### src/rtl/mvcp_pkg.sv
// ============================================================================
// mvcp_pkg: shared constants, codes and lookup tables
// Style codes, family bases and periods, and the hole and Arabic tables of
// the math variant code point map.
// ============================================================================
`default_nettype none

package mvcp_pkg;

   localparam int unsigned CpWidth   = 21;
   localparam int unsigned ModeWidth = 5;

   // Style selector codes
   localparam logic [ModeWidth-1:0] ModeNormal        = 5'd0;
   localparam logic [ModeWidth-1:0] ModeBold          = 5'd1;
   localparam logic [ModeWidth-1:0] ModeItalic        = 5'd2;
   localparam logic [ModeWidth-1:0] ModeBoldItalic    = 5'd3;
   localparam logic [ModeWidth-1:0] ModeDouble        = 5'd7;
   localparam logic [ModeWidth-1:0] ModeSans          = 5'd9;
   localparam logic [ModeWidth-1:0] ModeBoldSans      = 5'd10;
   localparam logic [ModeWidth-1:0] ModeSansBoldItal  = 5'd12;
   localparam logic [ModeWidth-1:0] ModeMono          = 5'd13;
   localparam logic [ModeWidth-1:0] ModeInitial       = 5'd14;
   localparam logic [ModeWidth-1:0] ModeTailed        = 5'd15;
   localparam logic [ModeWidth-1:0] ModeLooped        = 5'd16;
   localparam logic [ModeWidth-1:0] ModeStretched     = 5'd17;

   // Family bases and periods
   localparam logic [CpWidth-1:0] LatBase     = 21'h1D400;
   localparam logic [CpWidth-1:0] LatPeriod   = 21'h1D434 - 21'h1D400;
   localparam logic [CpWidth-1:0] LatSmallOfs = 21'h1D41A - 21'h1D400;
   localparam logic [CpWidth-1:0] GrkBase     = 21'h1D6A8;
   localparam logic [CpWidth-1:0] GrkSmallOfs = 21'h1D6C2 - 21'h1D6A8;
   localparam logic [CpWidth-1:0] GrkPeriod   = 21'h1D6E2 - 21'h1D6A8;
   localparam logic [CpWidth-1:0] DigBase     = 21'h1D7CE;
   localparam logic [CpWidth-1:0] DigPeriod   = 21'h1D7D8 - 21'h1D7CE;

   typedef struct packed {
      logic               hit;
      logic [CpWidth-1:0] val;
   } lookup_type;

   // Latin results that land on a hole in the math block
   function automatic lookup_type hole_lookup(input logic [CpWidth-1:0] key);
      lookup_type r;
      r.hit = 1'b1;
      case (key)
         21'h1D455: r.val = 21'h210E;
         21'h1D49D: r.val = 21'h212C;
         21'h1D4A0: r.val = 21'h2130;
         21'h1D4A1: r.val = 21'h2131;
         21'h1D4A3: r.val = 21'h210B;
         21'h1D4A4: r.val = 21'h2110;
         21'h1D4A7: r.val = 21'h2112;
         21'h1D4A8: r.val = 21'h2133;
         21'h1D4AD: r.val = 21'h211B;
         21'h1D4BA: r.val = 21'h212F;
         21'h1D4BC: r.val = 21'h210A;
         21'h1D4C4: r.val = 21'h2134;
         21'h1D506: r.val = 21'h212D;
         21'h1D50B: r.val = 21'h210C;
         21'h1D50C: r.val = 21'h2111;
         21'h1D515: r.val = 21'h211C;
         21'h1D51D: r.val = 21'h2128;
         21'h1D53A: r.val = 21'h2102;
         21'h1D53F: r.val = 21'h210D;
         21'h1D545: r.val = 21'h2115;
         21'h1D547: r.val = 21'h2119;
         21'h1D548: r.val = 21'h211A;
         21'h1D549: r.val = 21'h211D;
         21'h1D551: r.val = 21'h2124;
         default: begin
            r.hit = 1'b0;
            r.val = key;
         end
      endcase
      return r;
   endfunction

   // Arabic tables, keyed by the low byte inside the 0x06xx block
   function automatic lookup_type ar_initial(input logic [7:0] key);
      lookup_type r;
      r.hit = 1'b1;
      case (key)
         8'h28: r.val = 21'h1EE21;
         8'h2A: r.val = 21'h1EE35;
         8'h2B: r.val = 21'h1EE36;
         8'h2C: r.val = 21'h1EE22;
         8'h2D: r.val = 21'h1EE27;
         8'h2E: r.val = 21'h1EE37;
         8'h33: r.val = 21'h1EE2E;
         8'h34: r.val = 21'h1EE34;
         8'h35: r.val = 21'h1EE31;
         8'h36: r.val = 21'h1EE39;
         8'h39: r.val = 21'h1EE2F;
         8'h3A: r.val = 21'h1EE3B;
         8'h41: r.val = 21'h1EE30;
         8'h42: r.val = 21'h1EE32;
         8'h43: r.val = 21'h1EE2A;
         8'h44: r.val = 21'h1EE2B;
         8'h45: r.val = 21'h1EE2C;
         8'h46: r.val = 21'h1EE2D;
         8'h47: r.val = 21'h1EE24;
         8'h4A: r.val = 21'h1EE29;
         default: begin
            r.hit = 1'b0;
            r.val = '0;
         end
      endcase
      return r;
   endfunction

   function automatic lookup_type ar_tailed(input logic [7:0] key);
      lookup_type r;
      r.hit = 1'b1;
      case (key)
         8'h2C: r.val = 21'h1EE42;
         8'h2D: r.val = 21'h1EE47;
         8'h2E: r.val = 21'h1EE57;
         8'h33: r.val = 21'h1EE4E;
         8'h34: r.val = 21'h1EE54;
         8'h35: r.val = 21'h1EE51;
         8'h36: r.val = 21'h1EE59;
         8'h39: r.val = 21'h1EE4F;
         8'h3A: r.val = 21'h1EE5B;
         8'h42: r.val = 21'h1EE52;
         8'h44: r.val = 21'h1EE4B;
         8'h46: r.val = 21'h1EE4D;
         8'h4A: r.val = 21'h1EE49;
         8'h6F: r.val = 21'h1EE5F;
         8'hBA: r.val = 21'h1EE5D;
         default: begin
            r.hit = 1'b0;
            r.val = '0;
         end
      endcase
      return r;
   endfunction

   function automatic lookup_type ar_stretched(input logic [7:0] key);
      lookup_type r;
      r.hit = 1'b1;
      case (key)
         8'h28: r.val = 21'h1EE61;
         8'h2A: r.val = 21'h1EE75;
         8'h2B: r.val = 21'h1EE76;
         8'h2C: r.val = 21'h1EE62;
         8'h2D: r.val = 21'h1EE67;
         8'h2E: r.val = 21'h1EE77;
         8'h33: r.val = 21'h1EE6E;
         8'h34: r.val = 21'h1EE74;
         8'h35: r.val = 21'h1EE71;
         8'h36: r.val = 21'h1EE79;
         8'h37: r.val = 21'h1EE68;
         8'h38: r.val = 21'h1EE7A;
         8'h39: r.val = 21'h1EE6F;
         8'h3A: r.val = 21'h1EE7B;
         8'h41: r.val = 21'h1EE70;
         8'h42: r.val = 21'h1EE72;
         8'h43: r.val = 21'h1EE6A;
         8'h45: r.val = 21'h1EE6C;
         8'h46: r.val = 21'h1EE6D;
         8'h47: r.val = 21'h1EE64;
         8'h4A: r.val = 21'h1EE69;
         8'h6E: r.val = 21'h1EE7C;
         8'hA1: r.val = 21'h1EE7E;
         default: begin
            r.hit = 1'b0;
            r.val = '0;
         end
      endcase
      return r;
   endfunction

   function automatic lookup_type ar_looped(input logic [7:0] key);
      lookup_type r;
      r.hit = 1'b1;
      case (key)
         8'h27: r.val = 21'h1EE80;
         8'h28: r.val = 21'h1EE81;
         8'h2A: r.val = 21'h1EE95;
         8'h2B: r.val = 21'h1EE96;
         8'h2C: r.val = 21'h1EE82;
         8'h2D: r.val = 21'h1EE87;
         8'h2E: r.val = 21'h1EE97;
         8'h2F: r.val = 21'h1EE83;
         8'h30: r.val = 21'h1EE98;
         8'h31: r.val = 21'h1EE93;
         8'h32: r.val = 21'h1EE86;
         8'h33: r.val = 21'h1EE8E;
         8'h34: r.val = 21'h1EE94;
         8'h35: r.val = 21'h1EE91;
         8'h36: r.val = 21'h1EE99;
         8'h37: r.val = 21'h1EE88;
         8'h38: r.val = 21'h1EE9A;
         8'h39: r.val = 21'h1EE8F;
         8'h3A: r.val = 21'h1EE9B;
         8'h41: r.val = 21'h1EE90;
         8'h42: r.val = 21'h1EE92;
         8'h44: r.val = 21'h1EE8B;
         8'h45: r.val = 21'h1EE8C;
         8'h46: r.val = 21'h1EE8D;
         8'h47: r.val = 21'h1EE84;
         8'h48: r.val = 21'h1EE85;
         8'h4A: r.val = 21'h1EE89;
         default: begin
            r.hit = 1'b0;
            r.val = '0;
         end
      endcase
      return r;
   endfunction

   function automatic lookup_type ar_double(input logic [7:0] key);
      lookup_type r;
      r.hit = 1'b1;
      case (key)
         8'h28: r.val = 21'h1EEA1;
         8'h2A: r.val = 21'h1EEB5;
         8'h2B: r.val = 21'h1EEB6;
         8'h2C: r.val = 21'h1EEA2;
         8'h2D: r.val = 21'h1EEA7;
         8'h2E: r.val = 21'h1EEB7;
         8'h2F: r.val = 21'h1EEA3;
         8'h30: r.val = 21'h1EEB8;
         8'h31: r.val = 21'h1EEB3;
         8'h32: r.val = 21'h1EEA6;
         8'h33: r.val = 21'h1EEAE;
         8'h34: r.val = 21'h1EEB4;
         8'h35: r.val = 21'h1EEB1;
         8'h36: r.val = 21'h1EEB9;
         8'h37: r.val = 21'h1EEA8;
         8'h38: r.val = 21'h1EEBA;
         8'h39: r.val = 21'h1EEAF;
         8'h3A: r.val = 21'h1EEBB;
         8'h41: r.val = 21'h1EEB0;
         8'h42: r.val = 21'h1EEB2;
         8'h44: r.val = 21'h1EEAB;
         8'h45: r.val = 21'h1EEAC;
         8'h46: r.val = 21'h1EEAD;
         8'h48: r.val = 21'h1EEA5;
         8'h4A: r.val = 21'h1EEA9;
         default: begin
            r.hit = 1'b0;
            r.val = '0;
         end
      endcase
      return r;
   endfunction

endpackage

`default_nettype wire

### src/rtl/math_variant_code_point_map.sv
// ============================================================================
// math_variant_code_point_map: styled math code point lookup
// Top level: input register, mapping logic, result register.
// ============================================================================
// How to use:
//   Request channel: drive req_code_point and req_mode and raise start. A
//   word is taken at each rising edge where start is high and busy is low.
//   busy never rises, so a new word can be sent in every cycle.
//   Result channel: rsp_valid is high for exactly one cycle with the styled
//   point on rsp_mapped_point; there is no backpressure, so the receiver
//   must take the word in that cycle.
//   Path: an accepted word is held in the input register, then passes
//   through the mapping into the result register, which drives the
//   result ports.
//   Throughput: one word per cycle, set by the single
//   pass through the classify, multiply-add and table logic.
//   Results leave in the order words were accepted.
//   Reset: synchronous and active high; it drops any word in flight and
//   clears both valid flags. There is no state beyond the pipeline.
// ============================================================================
`default_nettype none

module math_variant_code_point_map
   import mvcp_pkg::*;
(
   input  wire logic                 clock,
   input  wire logic                 reset,
   input  wire logic                 start,
   output logic                      busy,
   input  wire logic [CpWidth-1:0]   req_code_point,
   input  wire logic [ModeWidth-1:0] req_mode,
   output logic                      rsp_valid,
   output logic      [CpWidth-1:0]   rsp_mapped_point
);

   logic                 req_valid_ff;
   logic                 req_valid_in;
   logic [CpWidth-1:0]   req_cp_ff;
   logic [ModeWidth-1:0] req_mode_ff;
   logic [CpWidth-1:0]   map_point;
   logic                 rsp_valid_ff;
   logic [CpWidth-1:0]   rsp_point_ff;

   // never stall: the pipeline advances every cycle
   assign busy         = 1'b0;
   assign req_valid_in = start & ~busy;

   // hold the accepted word in the input register
   always_ff @(posedge clock) begin
      if (reset) begin
         req_valid_ff <= 1'b0;
      end else begin
         req_valid_ff <= req_valid_in;
      end
   end

   always_ff @(posedge clock) begin
      if (req_valid_in) begin
         req_cp_ff   <= req_code_point;
         req_mode_ff <= req_mode;
      end
   end

   mvcp_map u_map (
      .code_point   (req_cp_ff),
      .mode         (req_mode_ff),
      .mapped_point (map_point)
   );

   // advance into the result register; strobe for one cycle
   always_ff @(posedge clock) begin
      if (reset) begin
         rsp_valid_ff <= 1'b0;
      end else begin
         rsp_valid_ff <= req_valid_ff;
      end
   end

   always_ff @(posedge clock) begin
      if (req_valid_ff) begin
         rsp_point_ff <= map_point;
      end
   end

   assign rsp_valid        = rsp_valid_ff;
   assign rsp_mapped_point = rsp_point_ff;

endmodule

`default_nettype wire

### src/rtl/mvcp_map.sv
// ============================================================================
// mvcp_map: combinational style mapping of one code point
// Classes the code point, forms the styled point and applies the hole and
// Arabic tables.
// ============================================================================
`default_nettype none

module mvcp_map
   import mvcp_pkg::*;
(
   input  wire logic [CpWidth-1:0]   code_point,
   input  wire logic [ModeWidth-1:0] mode,
   output logic      [CpWidth-1:0]   mapped_point
);

   logic               is_upper;
   logic               is_lower;
   logic               is_digit;
   logic               is_arabic;
   logic [CpWidth-1:0] lat_ofs;
   logic [CpWidth-1:0] lat_point;
   lookup_type         hole;
   lookup_type         arab;
   logic               grk_hit;
   logic [CpWidth-1:0] grk_ofs;

   assign is_upper  = (code_point >= 21'h41) && (code_point <= 21'h5A);
   assign is_lower  = (code_point >= 21'h61) && (code_point <= 21'h7A);
   assign is_digit  = (code_point >= 21'h30) && (code_point <= 21'h39);
   assign is_arabic = (code_point[CpWidth-1:8] == 13'h006);

   assign lat_ofs   = is_upper ? (code_point - 21'h41) : (LatSmallOfs + code_point - 21'h61);
   assign lat_point = LatBase + CpWidth'(mode - 5'd1) * LatPeriod + lat_ofs;
   assign hole      = hole_lookup(lat_point);

   always_comb begin
      case (mode)
         ModeInitial:   arab = ar_initial(code_point[7:0]);
         ModeTailed:    arab = ar_tailed(code_point[7:0]);
         ModeStretched: arab = ar_stretched(code_point[7:0]);
         ModeLooped:    arab = ar_looped(code_point[7:0]);
         ModeDouble:    arab = ar_double(code_point[7:0]);
         default:       arab = '0;
      endcase
   end

   // Greek letters and symbols: offset inside the Greek family
   always_comb begin
      grk_hit = 1'b1;
      grk_ofs = '0;
      if ((code_point >= 21'h391) && (code_point <= 21'h3A9)) begin
         grk_ofs = code_point - 21'h391;
      end else if ((code_point >= 21'h3B1) && (code_point <= 21'h3C9)) begin
         grk_ofs = GrkSmallOfs + code_point - 21'h3B1;
      end else begin
         case (code_point)
            21'h03F4: grk_ofs = 21'h11;
            21'h2207: grk_ofs = 21'h19;
            21'h2202: grk_ofs = 21'h33;
            21'h03F5: grk_ofs = 21'h34;
            21'h03D1: grk_ofs = 21'h35;
            21'h03F0: grk_ofs = 21'h36;
            21'h03D5: grk_ofs = 21'h37;
            21'h03F1: grk_ofs = 21'h38;
            21'h03D6: grk_ofs = 21'h39;
            default:  grk_hit = 1'b0;
         endcase
      end
   end

   always_comb begin
      mapped_point = code_point;
      if ((mode == ModeNormal) || (mode > ModeStretched)) begin
         mapped_point = code_point;
      end else if (code_point == 21'h03A2) begin
         mapped_point = code_point;
      end else if ((code_point == 21'h03DC) || (code_point == 21'h03DD)) begin
         // digamma: bold only
         if (mode == ModeBold) begin
            mapped_point = {20'h0EBE5, code_point[0]};
         end
      end else if ((code_point == 21'h0131) || (code_point == 21'h0237)) begin
         // dotless i and j: italic only
         if (mode == ModeItalic) begin
            mapped_point = (code_point == 21'h0131) ? 21'h1D6A4 : 21'h1D6A5;
         end
      end else if (is_upper || is_lower) begin
         if (mode <= ModeMono) begin
            mapped_point = hole.hit ? hole.val : lat_point;
         end
      end else if (is_digit) begin
         case (mode)
            ModeBold:     mapped_point = DigBase + code_point - 21'h30;
            ModeDouble:   mapped_point = DigBase + DigPeriod + code_point - 21'h30;
            ModeSans:     mapped_point = DigBase + 21'd2 * DigPeriod + code_point - 21'h30;
            ModeBoldSans: mapped_point = DigBase + 21'd3 * DigPeriod + code_point - 21'h30;
            ModeMono:     mapped_point = DigBase + 21'd4 * DigPeriod + code_point - 21'h30;
            default:      mapped_point = code_point;
         endcase
      end else if (is_arabic) begin
         if (arab.hit) begin
            mapped_point = arab.val;
         end
      end else if (grk_hit) begin
         case (mode)
            ModeBold:         mapped_point = GrkBase + grk_ofs;
            ModeItalic:       mapped_point = GrkBase + GrkPeriod + grk_ofs;
            ModeBoldItalic:   mapped_point = GrkBase + 21'd2 * GrkPeriod + grk_ofs;
            ModeBoldSans:     mapped_point = GrkBase + 21'd3 * GrkPeriod + grk_ofs;
            ModeSansBoldItal: mapped_point = GrkBase + 21'd4 * GrkPeriod + grk_ofs;
            default:          mapped_point = code_point;
         endcase
      end
   end

endmodule

`default_nettype wire

### config.mk
export PLATFORM = sky130hd
export DESIGN_NAME = math_variant_code_point_map
export DESIGN_NICKNAME = d
export VERILOG_FILES = /design/src/rtl/mvcp_pkg.sv /design/src/rtl/math_variant_code_point_map.sv /design/src/rtl/mvcp_map.sv
export SDC_FILE = /design/constraint.sdc
export NUM_CORES = 1
export LEC_CHECK = 0
export BUFFER_PORTS_ARGS = -buffer_cell sky130_fd_sc_hd__buf_4
export CAP_MARGIN = 20
export CORE_UTILIZATION = 60
export CTS_CLUSTER_SIZE = 30
export DETAILED_ROUTE_END_ITERATION = 8
export GPL_TIMING_DRIVEN = 0
export MAX_ROUTING_LAYER = met4
export PLACE_DENSITY = 0.87
export REMOVE_ABC_BUFFERS = 1
export SYNTH_ARGS = -nofsm -noshare
export SYNTH_HDL_FRONTEND = slang
export SYNTH_SLANG_ARGS = --single-unit
### constraint.sdc
create_clock -name clock -period 15.1 [get_ports clock]
set_input_delay 0.755 -clock clock [delete_from_list [all_inputs] [get_ports clock]]
set_output_delay 0.755 -clock clock [all_outputs]
set_load 0.05 [all_outputs]
* Word-level counts from Yosys, hierarchy flattened
Index checks and enable logic that the tools add are counted.
** Operators by class
- Add/sub/neg operators :: 23
- Multiply operators :: 1
- $lt $le $gt $ge :: 12
- Equality and inequality tests :: 83
- Mux-type cells :: 36
- Reductions and logical operators :: 17
** Operator list (number)
- $eq 21x17->1 const B :: 24
- $pmux 21 s24 :: 1
- $pmux 17 s27 :: 1
- $pmux 17 s25 :: 1
- $pmux 17 s23 :: 1
- $pmux 17 s20 :: 1
- $mux 21 :: 16
- $pmux 17 s15 :: 1
- $add 17x21->21 const A :: 11
- $eq 21x10->1 const B :: 11
- $pmux 21 s5 :: 2
- $eq 8x6->1 const B :: 19
- $pmux 22 s5 :: 1
- $sub 21x6->21 const B :: 5
- $eq 8x7->1 const B :: 11
- $pmux 6 s9 :: 1
- $eq 21x14->1 const B :: 2
- $ge 21x10->1 const B :: 2
- $ge 21x7->1 const B :: 2
- $le 21x10->1 const B :: 2
- $le 21x7->1 const B :: 2
- $sub 21x10->21 const B :: 2
- $sub 21x7->21 const B :: 2
- $eq 5x4->1 const B :: 6
- other kinds (26) :: 45
** Storage, ports and cells
- Register bits :: 49

* Longest topological paths before layout
- Depth after elaboration :: 14
- Depth in mapped cells :: 30
- Depth with buffers taken out :: 29

* Cells and area by module
Synthesis repeated with hierarchy kept, for this count alone.
** Second synthesis, totals
- Cell total of the unflattened synthesis :: 1483
- Area, all modules :: 10493.8 um^2
** By module, submodules not included
- mvcp_map :: times used 1, cells an instance 1430, area an instance 9018.6 um^2, sequential area each 0.0 um^2
- math_variant_code_point_map :: times used 1, cells an instance 53, area an instance 1475.2 um^2, sequential area each 1451.4 um^2

* Worst setup path after synthesis
Ideal clock, no wire load.
- Path kind :: register -> register
- From :: reg req_mode_ff[0]
- To :: reg rsp_point_ff[2], in the netlist rsp_mapped_point[2], data pin
- Library setup time :: 0.261 ns
- Arrival :: 6.206 ns
- Setup slack :: 8.633 ns
- Stages on the path, launching flop included :: 29
- Path buffers :: 1
- Path through :: edfxtp_1 -> inv_1 -> ha_1 -> xor2_1 -> ha_1 -> ha_1 -> xnor2_1 -> ha_1 -> a21o_1 -> a21oi_1 -> o21bai_1 -> a21oi_1 -> nor3b_1 -> a31oi_1 -> ha_1 -> ha_1 -> inv_1 -> ha_1 -> clkbuf_1 -> a2111o_1 -> o221ai_1 -> a21oi_1 -> o41ai_1 -> xor2_1 -> o2111ai_1 -> a21oi_1 -> o221ai_1 -> a211oi_1 -> nor3_1
** On the way
- Word-level cells in the longest chain between the ends :: 14
** RTL lines
- start: declaration :: line math_variant_code_point_map.sv:39 : logic [ModeWidth-1:0] req_mode_ff;
- start signal: assignment :: line math_variant_code_point_map.sv:60 : req_mode_ff <= req_mode;
- $sub 5x1->6 :: line mvcp_map.sv:33 : assign lat_point = LatBase + CpWidth'(mode - 5'd1) * LatPeriod + lat_ofs;
- $mul 21x4->19 :: line mvcp_map.sv:33
- $add 17x21->21 :: line mvcp_map.sv:33
- $add 21x21->21 :: line mvcp_map.sv:33
- $eq 21x17->1 :: line mvcp_pkg.sv:47 : case (key)
- $reduce_or 24->1 (no source line)
- $mux 1 :: line mvcp_pkg.sv:47
- $mux 21 :: line mvcp_map.sv:89 : mapped_point = hole.hit ? hole.val : lat_point;
- $mux 21 :: line mvcp_map.sv:88 : if (mode <= ModeMono) begin
- $mux 21 :: line mvcp_map.sv:87 : end else if (is_upper || is_lower) begin
- $mux 21 :: line mvcp_map.sv:82 : end else if ((code_point == 21'h0131) || (code_point == 21'h0237)) begin
- $mux 21 :: line mvcp_map.sv:77 : end else if ((code_point == 21'h03DC) || (code_point == 21'h03DD)) begin
- $mux 21 :: line mvcp_map.sv:75 : end else if (code_point == 21'h03A2) begin
- $mux 21 (*) :: line mvcp_map.sv:73 : if ((mode == ModeNormal) || (mode > ModeStretched)) begin
- named net map_point[2] :: line math_variant_code_point_map.sv:40 : logic [CpWidth-1:0] map_point;
- end signal: assignment :: line math_variant_code_point_map.sv:81 : rsp_point_ff <= map_point;
- end: declaration :: line math_variant_code_point_map.sv:42 : logic [CpWidth-1:0] rsp_point_ff;
Mark *: on every way through the listed nets, which the timed path passes. The rest lies on a longest branch.
A chain may end at the register's enable or synchronous reset.

* Final worst setup path
- From :: reg req_cp_ff[3]
- To :: reg rsp_point_ff[0], in the netlist rsp_mapped_point[0], data pin
** On the way
- Word-level cells in the longest chain between the ends :: 14
** RTL lines
- start: declaration :: line math_variant_code_point_map.sv:38 : logic [CpWidth-1:0] req_cp_ff;
- start signal: assignment :: line math_variant_code_point_map.sv:59 : req_cp_ff <= req_code_point;
- $add 5x21->21 (tied with other cells) :: line mvcp_map.sv:32 : assign lat_ofs = is_upper ? (code_point - 21'h41) : (LatSmallOfs + code_point - 21'h61);
- $sub 21x7->21 (tied with other cells) :: line mvcp_map.sv:32
- $mux 21, on equally long branches :: line mvcp_map.sv:32, mvcp_map.sv:53
- $add 21x21->21 or $mux 21 (tied branches) :: line mvcp_map.sv:33, mvcp_map.sv:51
- $eq 21x17->1 (tied with other cells) :: line mvcp_pkg.sv:47
- $reduce_or 24->1 (no source line) or $pmux 21 s5 (tied branches)
- $mux 1 or $mux 21 (tied branches) :: line mvcp_pkg.sv:47, mvcp_map.sv:104
- $mux 21, on equally long branches :: line mvcp_map.sv:89, mvcp_map.sv:100
- $mux 21, on equally long branches :: line mvcp_map.sv:88, mvcp_map.sv:91
- $mux 21 :: line mvcp_map.sv:87
- $mux 21 :: line mvcp_map.sv:82
- $mux 21 :: line mvcp_map.sv:77
- $mux 21 (*) :: line mvcp_map.sv:75
- $mux 21 (*) :: line mvcp_map.sv:73
- named net map_point[0] :: line math_variant_code_point_map.sv:40
Marked as above.

==> results.toml <==
[worst_hold_path]
hold_class = "primary input to flip-flop"
min_path_cells = 2

[cts]
cts_resized = 0
numCtsBuffers = 5
hold_buffers = 0
cts_setup_buffers = 0
cts.path.max_buffers = 2
h-tree-depth = 2
cts.clk_slew.worst_paths_ps = 90
cts_tree = "yes"
root_buffer = "clkbuf_16"
clkLatencyLatePin_ps = 320
clkSinkCount = 49

[power]
power.internal_uw = 537
p_clk_frac = 0.102
p_per_area_nw_per_um2 = 111
sequentialPowerShare = 0.157
vdd_ir_drop_max_uv = 155
p_switching_uw = 708
swShare = 0.569
p_leak_uw = 0.00414
combPwrFrac = 0.741

[die]
start_util = 0.615
core_sq_um = 17300
die_area_sq_um = 18300
rows = 48
dieWidth_microns = 135
ios = 52
die_h_microns = 135

[sta]
maxSlewViolCount = 0
fin_tns_setup_ps = 0
min_period_ps = 8690
worst_pin_slew_ps = 1170
max_freq_mhz = 115
timing.final.crit_share = 0.576
finalHoldViolCount = 0
relSlewSlack = 0.208
grt_setup_unrepaired = "no"
holdWs_ps = 590
clock_skew_ps = 17.6
setup_viol = 0
layout_setup_ws_ps = 6410

[yosys]
synth-edff-count = 47
synth_xor_area_frac = 0.0733
synth_common_cells = "nand2_1 (132), nor2_1 (115), a21oi_1 (114)"
synthSimpleGateAreaFrac = 0.282
synth_flop_cell = "edfxtp_1"
yosysTopAreaCell = "edfxtp_1"
ys.warnings.count = 0
synth_compound_area_frac = 0.321
synth_mux_area_frac = 0.0177
ys_ff_latch = 49
async_reset_ff_frac = 0
seq_area_frac_synth = 0.137
ys_types = 102
ys_top_cells_by_area = "edfxtp_1 (13%), ha_1 (10%), a21oi_1 (5.4%), xnor2_1 (5.4%), nand2_1 (4.7%)"
syn-cell-area_sq_um = 10600
synth_top_area_share = 0.133
synth_top_family_by_area = "compound AO/OA/AOI/OAI gates"
yosysMostFrequentCell = "nand2_1"
synth.avg_cell_area_sq_um = 7.22
synth_fa_ha_area_frac = 0.111
netlist_instances = 1473

[place]
place_ws_ps = 6830
gp_congestion = 1.13
placedInstanceArea_sq_um = 11000
io_buffers = 50
dp_hpwl_microns = 32900

[finish]
design_area_sq_um = 11200
fin_nets = 1563
drive_gt1_frac = 0.0755
area_growth_pct = 5.38
nFillCells = 1601
seq_area_sq_um = 1450
multiInputGateArea_sq_um = 8560

[global_route]
antenna_found_initial = 1
grt_use_total = 0.492
grt_pass1_vias = 11500
overflow = 0
grt_max_degree = 34
grt_pass1_wl_microns = 66400

[critical_path]
worstSetupPathType = "flip-flop to flip-flop"
cp.arrival_ps = 8830
r2r-start = "req_cp_ff[3]"
r2r_end = "rsp_mapped_point[0]"
startpoint = "req_cp_ff[3]"
r2r_cells = 21
cp_max_fo = 23
required_ps = 15240
end_kind = "flip-flop"
crit_end = "rsp_mapped_point[0]"
start_kind = "flip-flop"
r2r_setup_slack_ps = 6410

[drt]
via_per_inst = 7.59
drc_errors = 0
drt-pass1-iter-count = 7
drt-total-wl_microns = 43800
route.vias.total = 12700
wl_per_cell_microns = 26.2
drt_iter0_markers = 2084
drtAntennaViolNets = 0

[outcome]
outcome = "finished, final reports clean"

[flow_run]
cap_viol_max_count = 0
==> registers in the layout, summed over array words and instances, names as in the netlist <==
name,count
req_cp_ff,21
rsp_mapped_point,21
req_mode_ff,5
req_valid_ff,1
rsp_valid,1
==> worst min-delay path by stage <==
stage / from / end / slack [ps]
after global placement: req_cp_ff[19] / rsp_mapped_point[19] / 820
after floorplan: req_cp_ff[20] / rsp_mapped_point[20] / 620
after detailed placement: req_cp_ff[20] / rsp_mapped_point[20] / 820
after global routing: reset / rsp_valid / 600
final: reset / rsp_valid / 590
after CTS: reset / rsp_valid / 600
==> layout make-up <==
class	instances	area share
clock buffer	5	0.0112
inverter	57	0.0191
timing repair buffer	59	0.0480
antenna	1	0.000223
sequential	49	0.130
tap	225	0.0251
multi-input combinational	1271	0.764
clock inverter	3	0.00257
==> placed cells by master (no fill, tap or decap), types with 48 or more instances in the layout <==
cell type    n
o21ai_0     97
nand3_1     64
buf_4       52
xnor2_1     65
nor2_1     115
inv_1       57
ha_1        86
a21oi_1    114
nor3_1      48
nand2_1    132
==> cell families after synthesis <==
logic type	count (synthesis)
compound gates	500
simple gates	573
mux	17
fa+ha+maj	91
other cells	1
xor+xnor	89
buf+inv	153
flops	49
==> worst max-delay path, cell delays in order, from the launching register on <==
cell and delay (ps):
edfxtp_1 820, inv_1 500, ha_1 890, nor2b_1 530
a31oi_4 220, a21oi_1 330, and2_1 480, nand2_1 330
o21ai_0 180, ha_1 260, ha_1 380, and3_1 230
a221oi_1 310, xor2_1 690, nor2_1 240, and4_1 290
a211oi_1 330, or4b_1 540, or2_1 300, a311oi_1 240
o21ai_1 110, a21boi_1 260
==> per-stage QoR <==
stage / cells / total power (uW) / util
2_1_floorplan: 1377 / 820 / -
3_3_place_gp: 1652 / 1050 / 0.629
3_5_place_dp: 1659 / 1070 / 0.637
4_1_cts: 1667 / 1200 / 0.646
5_1_grt: 1670 / 1310 / 0.648
6_report: 1670 / 1240 / 0.648
==> layer usage <==
metal	part of all wire	wire [microns]	track usage	up-vias
met2	0.43	18900	0.733	1029
li1	-	-	-	5550
met4	0.078	3430	0.320	0
met1	0.36	15800	0.591	5823
met3	0.13	5650	0.117	281
met5	0	0	-	-
==> power by group through the flow <==
stage | logic, uW | clock network, uW | registers, uW
detailed placement | 873 | 0 | 196
CTS | 878 | 127 | 193
finish | 923 | 127 | 195
global route | 989 | 130 | 194
floorplan | 616 | 0 | 204
global placement | 846 | 0 | 203
No activity file was read; power rests on OpenSTA's default activity.
